**src/ctc_pkg.sv**
```systemverilog
// Shared types and constants for the C-like token classifier.
package ctc_pkg;

	// Scanner mode kept between bytes.
	typedef enum logic [3:0] {
		M_IDLE       = 4'd0,
		M_IDENT      = 4'd1,
		M_NUMBER     = 4'd2,
		M_STR        = 4'd3,
		M_STR_ESC    = 4'd4,
		M_CHAR_OPEN  = 4'd5,
		M_CHAR_ESC   = 4'd6,
		M_CHAR_CLOSE = 4'd7,
		M_OP1        = 4'd8
	} lex_mode_t;

	// Token class carried with every tagged byte.
	typedef enum logic [3:0] {
		K_IDENT   = 4'd0,
		K_NUMBER  = 4'd1,
		K_STRING  = 4'd2,
		K_CHAR    = 4'd3,
		K_OPER    = 4'd4,
		K_PUNCT   = 4'd5,
		K_NEWLINE = 4'd6,
		K_UNKNOWN = 4'd7,
		K_SPACE   = 4'd8
	} kind_t;

	// One source byte.
	typedef struct packed {
		logic [7:0] data_byte;
		logic       source_end;
	} src_item_t;

	// One tagged byte.
	typedef struct packed {
		logic [7:0] out_byte;
		kind_t      token_kind;
		logic       token_first;
		logic       token_last;
		logic       in_text;
		logic       run_last;
		logic       stream_done;
	} tag_item_t;

	// Classification of one byte in the current mode.
	typedef struct packed {
		kind_t     kind;
		logic      first;
		logic      text;
		lex_mode_t next_mode;
	} tag_info_t;

	// Result queue sizing.
	localparam int unsigned QDEPTH = 4;
	localparam int unsigned QPTR_W = $clog2(QDEPTH);
	localparam int unsigned QCNT_W = $clog2(QDEPTH + 1);

endpackage

```
**src/ctc_classify.sv**
```systemverilog
// Byte classifier: token class, start mark, text mark and next scanner mode.
module ctc_classify (
	input  ctc_pkg::lex_mode_t mode,
	input  logic [7:0]         data_byte,
	output ctc_pkg::tag_info_t info
);
	import ctc_pkg::*;

	function automatic logic is_alpha(input logic [7:0] b);
		return (b >= "a" && b <= "z") || (b >= "A" && b <= "Z");
	endfunction

	function automatic logic is_digit(input logic [7:0] b);
		return b >= "0" && b <= "9";
	endfunction

	function automatic logic is_word(input logic [7:0] b);
		return is_alpha(b) || is_digit(b) || b == "_";
	endfunction

	// Space, tab, vertical tab, form feed and carriage return.
	function automatic logic is_blank(input logic [7:0] b);
		return b == 8'h20 || (b >= 8'h09 && b <= 8'h0D && b != 8'h0A);
	endfunction

	function automatic logic is_op(input logic [7:0] b);
		return b == "+" || b == "-" || b == "*" || b == "/" || b == "=" || b == "%" ||
			b == "!" || b == "<" || b == ">" || b == "|" || b == "&" || b == "^";
	endfunction

	function automatic logic is_delim(input logic [7:0] b);
		return b == "(" || b == ")" || b == "{" || b == "}" || b == "," || b == "." ||
			b == ";" || b == "[" || b == "]";
	endfunction

	function automatic tag_info_t mk(input kind_t k, input logic f, input logic t,
			input lex_mode_t m);
		tag_info_t r;
		r.kind      = k;
		r.first     = f;
		r.text      = t;
		r.next_mode = m;
		return r;
	endfunction

	// Classification of a byte that opens a new token.
	function automatic tag_info_t start_token(input logic [7:0] b);
		tag_info_t r;
		if (b == 8'h0A) begin
			r = mk(K_NEWLINE, 1'b1, 1'b1, M_IDLE);
		end else if (is_blank(b)) begin
			r = mk(K_SPACE, 1'b0, 1'b0, M_IDLE);
		end else if (is_alpha(b) || b == "_") begin
			r = mk(K_IDENT, 1'b1, 1'b1, M_IDENT);
		end else if (is_digit(b)) begin
			r = mk(K_NUMBER, 1'b1, 1'b1, M_NUMBER);
		end else if (b == 8'h22) begin
			r = mk(K_STRING, 1'b1, 1'b0, M_STR);
		end else if (b == 8'h27) begin
			r = mk(K_CHAR, 1'b1, 1'b0, M_CHAR_OPEN);
		end else if (is_op(b)) begin
			r = mk(K_OPER, 1'b1, 1'b1, M_OP1);
		end else if (is_delim(b)) begin
			r = mk(K_PUNCT, 1'b1, 1'b1, M_IDLE);
		end else begin
			r = mk(K_UNKNOWN, 1'b1, 1'b1, M_IDLE);
		end
		return r;
	endfunction

	always_comb begin
		unique case (mode)
			M_IDENT: begin
				info = is_word(data_byte) ? mk(K_IDENT, 1'b0, 1'b1, M_IDENT)
					: start_token(data_byte);
			end
			M_NUMBER: begin
				info = (is_digit(data_byte) || data_byte == ".")
					? mk(K_NUMBER, 1'b0, 1'b1, M_NUMBER) : start_token(data_byte);
			end
			M_STR: begin
				if (data_byte == 8'h22) begin
					info = mk(K_STRING, 1'b0, 1'b0, M_IDLE);
				end else if (data_byte == 8'h5C) begin
					info = mk(K_STRING, 1'b0, 1'b1, M_STR_ESC);
				end else begin
					info = mk(K_STRING, 1'b0, 1'b1, M_STR);
				end
			end
			M_STR_ESC: begin
				info = mk(K_STRING, 1'b0, 1'b1, M_STR);
			end
			M_CHAR_OPEN: begin
				info = mk(K_CHAR, 1'b0, 1'b1,
					(data_byte == 8'h5C) ? M_CHAR_ESC : M_CHAR_CLOSE);
			end
			M_CHAR_ESC: begin
				info = mk(K_CHAR, 1'b0, 1'b1, M_CHAR_CLOSE);
			end
			M_CHAR_CLOSE: begin
				info = (data_byte == 8'h27) ? mk(K_CHAR, 1'b0, 1'b0, M_IDLE)
					: start_token(data_byte);
			end
			M_OP1: begin
				info = is_op(data_byte) ? mk(K_OPER, 1'b0, 1'b1, M_IDLE)
					: start_token(data_byte);
			end
			default: begin
				info = start_token(data_byte);
			end
		endcase
	end

endmodule

```
**src/ctc_out_fifo.sv**
```systemverilog
// Result queue that takes up to two tagged bytes per cycle and gives one per cycle while tag_ready is high.
module ctc_out_fifo (
	input  logic               clk,
	input  logic               arst_n,
	input  logic [1:0]         push_n,
	input  ctc_pkg::tag_item_t wr_a,
	input  ctc_pkg::tag_item_t wr_b,
	output logic               room2,
	output logic               tag_valid,
	input  logic               tag_ready,
	output ctc_pkg::tag_item_t tag_data
);
	import ctc_pkg::*;

	tag_item_t          mem_q [QDEPTH];
	logic [QPTR_W-1:0]  wr_ptr_q;
	logic [QPTR_W-1:0]  rd_ptr_q;
	logic [QCNT_W-1:0]  cnt_q;
	logic               pop;

	assign tag_valid = cnt_q != '0;
	assign pop       = tag_valid && tag_ready;
	assign tag_data  = mem_q[rd_ptr_q];
	assign room2     = cnt_q <= QCNT_W'(QDEPTH - 2);

	always_ff @(posedge clk) begin
		if (push_n != 2'd0) begin
			mem_q[wr_ptr_q] <= wr_a;
		end
		if (push_n == 2'd2) begin
			mem_q[QPTR_W'(wr_ptr_q + 1'b1)] <= wr_b;
		end
	end

	always_ff @(posedge clk or negedge arst_n) begin
		if (!arst_n) begin
			wr_ptr_q <= '0;
			rd_ptr_q <= '0;
			cnt_q    <= '0;
		end else begin
			wr_ptr_q <= QPTR_W'(wr_ptr_q + QPTR_W'(push_n));
			rd_ptr_q <= QPTR_W'(rd_ptr_q + QPTR_W'(pop));
			cnt_q    <= QCNT_W'(cnt_q + QCNT_W'(push_n) - QCNT_W'(pop));
		end
	end

`ifndef SYNTH
	a_cnt_bound: assert property (@(posedge clk) disable iff (!arst_n)
		cnt_q <= QCNT_W'(QDEPTH))
		else $error("result queue count out of range");

	a_pop_only: assert property (@(posedge clk) disable iff (!arst_n)
		pop && push_n == 2'd0 |=> cnt_q == QCNT_W'($past(cnt_q) - 1'b1))
		else $error("result queue count did not drop on a pop");

	a_push_two: assert property (@(posedge clk) disable iff (!arst_n)
		!pop && push_n == 2'd2 |=> cnt_q == QCNT_W'($past(cnt_q) + 2'd2))
		else $error("result queue count did not rise by two");
`endif

endmodule

```
**src/c_like_token_classifier.sv**
```systemverilog
// Top level of the C-like token classifier: scanner state, tagging and result queue.
//
// Source text enters one byte per transaction on the src channel (src_valid,
// src_ready, src_data), with source_end set on the final byte. Every byte
// comes back on the tag channel (tag_valid, tag_ready, tag_data), tagged with
// its token class, token start and end marks and whether it is token text.
// A byte is held until the next byte is seen, since only then is it known
// whether the byte ends its token; so a byte's result enters the result queue
// when the following byte is accepted, and is offered on the tag channel
// from the registered queue. The final byte of a source releases the held
// byte, if any, and the final byte itself at once, the latter with stream_done set.
// A new byte can be accepted in every cycle while src_ready is high; sustained
// throughput is one byte per cycle while the receiver keeps up, limited by the
// single read port of the four-entry result queue. src_ready drops only while
// the queue lacks room for two results, as on a receiver stall on the tag channel.
// Reset clears the scanner to idle between tokens, drops any held byte and
// empties the result queue. After a final byte the scanner starts a new
// source from idle.
module c_like_token_classifier (
	input  logic               clk,
	input  logic               arst_n,
	input  logic               src_valid,
	output logic               src_ready,
	input  ctc_pkg::src_item_t src_data,
	output logic               tag_valid,
	input  logic               tag_ready,
	output ctc_pkg::tag_item_t tag_data
);
	import ctc_pkg::*;

	// Scanner state and the byte waiting for its lookahead.
	lex_mode_t  mode_q;
	logic       held_valid_q;
	logic [7:0] held_byte_q;
	kind_t      held_kind_q;
	logic       held_first_q;
	logic       held_in_text_q;

	tag_info_t  info;
	logic       accept;
	logic       last_byte;
	logic       continues;
	logic       room2;
	logic [1:0] push_n;
	tag_item_t  held_item;
	tag_item_t  end_item;
	tag_item_t  wr_a;

	ctc_classify u_classify (
		.mode      (mode_q),
		.data_byte (src_data.data_byte),
		.info      (info)
	);

	assign src_ready = room2;
	assign accept    = src_valid && src_ready;
	assign last_byte = src_data.source_end;

	// The new byte extends the held byte's token when it is neither a token
	// start nor whitespace; otherwise the held byte closes its token.
	assign continues = !info.first && info.kind != K_SPACE;

	always_comb begin
		held_item.out_byte    = held_byte_q;
		held_item.token_kind  = held_kind_q;
		held_item.token_first = held_first_q;
		held_item.token_last  = held_kind_q != K_SPACE && !continues;
		held_item.in_text     = held_in_text_q;
		held_item.run_last    = !last_byte;
		held_item.stream_done = 1'b0;

		// On the final byte, the byte itself closes whatever token it is in.
		end_item.out_byte    = src_data.data_byte;
		end_item.token_kind  = info.kind;
		end_item.token_first = info.first;
		end_item.token_last  = info.kind != K_SPACE;
		end_item.in_text     = info.text;
		end_item.run_last    = 1'b1;
		end_item.stream_done = 1'b1;
	end

	// The held byte always goes first; the final byte follows it, or goes
	// alone when nothing is held.
	assign wr_a   = held_valid_q ? held_item : end_item;
	assign push_n = accept ? (2'(held_valid_q) + 2'(last_byte)) : 2'd0;

	always_ff @(posedge clk or negedge arst_n) begin
		if (!arst_n) begin
			mode_q         <= M_IDLE;
			held_valid_q   <= 1'b0;
			held_byte_q    <= '0;
			held_kind_q    <= K_IDENT;
			held_first_q   <= 1'b0;
			held_in_text_q <= 1'b0;
		end else if (accept) begin
			if (last_byte) begin
				mode_q         <= M_IDLE;
				held_valid_q   <= 1'b0;
				held_byte_q    <= '0;
				held_kind_q    <= K_IDENT;
				held_first_q   <= 1'b0;
				held_in_text_q <= 1'b0;
			end else begin
				mode_q         <= info.next_mode;
				held_valid_q   <= 1'b1;
				held_byte_q    <= src_data.data_byte;
				held_kind_q    <= info.kind;
				held_first_q   <= info.first;
				held_in_text_q <= info.text;
			end
		end
	end

	ctc_out_fifo u_out_fifo (
		.clk       (clk),
		.arst_n    (arst_n),
		.push_n    (push_n),
		.wr_a      (wr_a),
		.wr_b      (end_item),
		.room2     (room2),
		.tag_valid (tag_valid),
		.tag_ready (tag_ready),
		.tag_data  (tag_data)
	);

`ifndef SYNTH
	a_end_clears: assert property (@(posedge clk) disable iff (!arst_n)
		accept && last_byte |=> !held_valid_q && mode_q == M_IDLE)
		else $error("scanner not idle after the final byte");

	a_byte_held: assert property (@(posedge clk) disable iff (!arst_n)
		accept && !last_byte |=> held_valid_q)
		else $error("accepted byte was not held");

	a_done_ends_run: assert property (@(posedge clk) disable iff (!arst_n)
		tag_valid && tag_data.stream_done |-> tag_data.run_last)
		else $error("stream end result does not close its run");
`endif

endmodule
```
**config.mk**
```make
export PLATFORM = sky130hd
export DESIGN_NAME = c_like_token_classifier
export DESIGN_NICKNAME = d
export VERILOG_FILES = /design/src/ctc_pkg.sv /design/src/ctc_classify.sv /design/src/ctc_out_fifo.sv /design/src/c_like_token_classifier.sv
export SDC_FILE = /design/constraint.sdc
export NUM_CORES = 1
export LEC_CHECK = 0
export BUFFER_PORTS_ARGS = -buffer_cell sky130_fd_sc_hd__buf_2
export CORE_ASPECT_RATIO = 0.5
export CORE_UTILIZATION = 50
export CTS_CLUSTER_DIAMETER = 100
export DETAILED_ROUTE_END_ITERATION = 16
export PLACE_DENSITY = 0.77
export REMOVE_ABC_BUFFERS = 1
export SYNTH_ARGS = -nofsm -noshare
export SYNTH_HDL_FRONTEND = slang
export SYNTH_SLANG_ARGS = --single-unit
```
**constraint.sdc**
```tcl
create_clock -name clk -period 4.12 [get_ports clk]
set_clock_uncertainty 0.15 [all_clocks]
set_input_delay 0.206 -clock clk [delete_from_list [all_inputs] [get_ports clk]]
set_output_delay 0.206 -clock clk [all_outputs]
set_load 0.05 [all_outputs]
```
==> impl_metrics.ini <==
[outcome]
status = finished clean

[timing]
post-route-period-util = 0.7101
finalHoldViolCount = 0
rsz0062_at_grt = false
max_freq_mhz = 341.8
period_minus_slack_ns = 2.926
finalSetupViolCount = 0
slew_viol_final = 0
worst_pin_slew_ns = 0.8454
max_slew_margin = 0.4364

[yosys]
ys_seq_area_frac = 0.4960
synth-main-ff-cell = edfxtp_1
syn-cell-area_um2 = 5268
syn-mean-instance-area_um2 = 11.11
synth_cell_type_count = 74
async_reset_ff_frac = 0.2766
yosys_warnings = 0
synth_top_area_share = 0.3420
synth_edf_count = 60
yosysTopAreaCell = edfxtp_1
synth_cells = 474
synthTopCellsByArea = edfxtp_1 34%, dfrtp_1 12%, mux4_2 7.3%
synth-seq-cells = 94

[global_route]
grt_pass1_wl_mm = 20.27
grt_pass1_vias = 3716
grt_overflow = 0
antenna_found_initial = 0
track_usage = 0.2478
grt_max_degree = 27

[cts]
root_buffer = clkbuf_16
postCtsSetupBuffers = 0
clk_pin_slew_worst_paths_ns = 0.06
cts_buffers = 9
cts_sinks = 94
worstSkewPairLatency_ns = 0.35
cts_max_level = 3
clock_path_buffers = 2
cts_hold_buf = 1
cts_tree = built
cts_resized = 0

[setup_path]
crit_family = simple AND/OR/NAND/NOR gates
crit_path_end_kind = flip-flop
crit_top_cell = nor2_1
path_cells = ha_1 -> nor2_1 -> nand3b_1 -> or3_1 -> nor2_1 -> nand2_1 -> o21ai_0
worstPathArrival_ns = 2.94
critPathBufInv = 0
rrSetupSlack_ns = 1.19
cp.required_ns = 4.13
path_max_fanout = 11
slowest_delay_ns = 0.68
crit_path_start_kind = flip-flop
cp_slowest_cell = nor2_1
crit_type = flip-flop to flip-flop

[route]
wl_mm = 12.73
drc = 0
routed_via_density = 6.290
postRouteAntennaNets = 0
dr.pass1.iters = 8
num_vias = 4038
drt-initial-drc-count = 437
wl_per_cell_um = 19.82

[die]
fp.dieW_um = 147.2
row_count = 26
die_h_um = 74.58
start_util = 0.5157
die_area_um2 = 10970
io_pins = 32
core_region_area_um2 = 10210

[final_layout]
layout_commonest_cell = edfxtp_1
fin_util = 0.5729
nets = 517
drive_gt1_frac = 0.1753
antenna_cells = 0
final_cell_mix = 60 x edfxtp_1, 52 x nand2_1, 41 x o21ai_0
area_growth_pct = 11.09

[placement]
io_buffers = 31
gp_congestion = 0.8768
dp_hpwl_mm = 8.617

[power]
power_density_nw_per_um2 = 692.6
finalPower_mw = 4.053
vdd_ir_drop_max_mv = 0.3436
p_leak_nw = 2.174

[flow_run]
drv_cap = 0

[worst_hold_path]
hold_class = input port to flip-flop
-- flip-flops by register name, indices dropped and copies added (netlist names) --
signal	cells
u_out_fifo.mem_q	68
u_out_fifo.cnt_q	3
held_valid_q	1
u_out_fifo.rd_ptr_q	2
u_out_fifo.wr_ptr_q	2
mode_q	4
held_byte_q	8
held_first_q	1
held_in_text_q	1
held_kind_q	4
-- synth_stat cells (4+ instances only) --
| cell | instances |
|---|---|
| xnor2_1 | 4 |
| nand2b_1 | 20 |
| or3_1 | 5 |
| a22o_1 | 35 |
| nor3_1 | 7 |
| mux4_2 | 17 |
| nand2_1 | 52 |
| buf_1 | 4 |
| o21ai_0 | 43 |
| o22ai_1 | 7 |
| a31oi_1 | 4 |
| dfrtp_1 | 26 |
| edfxtp_1 | 60 |
| a21oi_1 | 17 |
| nor2b_1 | 8 |
| dfxtp_1 | 8 |
| inv_1 | 18 |
| nor2_1 | 16 |
| o211ai_1 | 4 |
| xor2_1 | 6 |
| mux2i_1 | 4 |
| buf_2 | 7 |
| o31ai_1 | 7 |
| clkbuf_1 | 18 |
| ha_1 | 6 |
-- metal layers --
| metal | GRT usage | up-vias | share of wire |
|---|---|---|---|
| met3 | 0.05337 | 26 | 0.081 |
| met4 | 0.09049 | 0 | 0.022 |
| met2 | 0.3863 | 176 | 0.45 |
| met1 | 0.3468 | 1965 | 0.45 |
| met5 | 0 | - | 0 |
| li1 | - | 1871 | - |
-- area by class of cell --
cell class,count,area [um2]
tap,140,175.2
inverter,19,71.32
fill,859,4363
multi-input combinational,331,2464
clock buffer,11,232.7
sequential,94,2613
clock inverter,5,56.30
timing repair buffer,42,240.2
-- worst paths after layout --
path,from,endpoint,depth (start not counted)
max,held_valid_q$_DFFE_PN0P_,u_out_fifo.mem_q[0][14]$_DFFE_PP_,7
max in group asynchronous,arst_n,u_out_fifo.rd_ptr_q[1]$_DFF_PN0_,2
min,src_data[7],held_byte_q[6]$_DFFE_PN0P_,3
max reg2reg,held_valid_q$_DFFE_PN0P_,u_out_fifo.mem_q[0][14]$_DFFE_PP_,7
min reg2reg,u_out_fifo.mem_q[1][1]$_SDFFE_PP1P_,u_out_fifo.mem_q[1][1]$_SDFFE_PP1P_,2
min in group asynchronous,arst_n,held_byte_q[0]$_DFFE_PN0P_,2
-- worst min-delay path, stage by stage --
cell and delay, ns:
buf_2 0.18, nand2b_1 0.09, o21ai_0 0.06
-- cell families after synthesis --
kind of cell,Yosys count,synth area share
buffers and inverters,49,0.03729
adders and majority gates,8,0.01995
AOI/OAI and AO/OA,147,0.1964
muxes,21,0.08029
DFF,94,0.4960
and+or+nand+nor,145,0.1534
xor gates and xnor gates,10,0.01663
-- through the flow --
stage | std cells | hold slack, ns | worst slack [ns] | TNS, ns | instance area [um2]
finish | 642 | 0.08068 | 1.194 | 0 | 5852
global placement | 625 | 0.1148 | 1.376 | 0 | 5553
detailed placement | 625 | 0.1227 | 1.280 | 0 | 5553
floorplan | 444 | -0.2396 | -0.2231 | -7.682 | 5142
CTS | 642 | 0.07880 | 1.241 | 0 | 5852
global route | 642 | 0.1025 | 1.059 | 0 | 5852
-- power by group --
part	switching (mW)	internal [mW]
clock	0.348	0.472
sequential	0.287	1.24
combinational	1.11	0.596
Note: power is estimated with default switching activity, not from simulation.
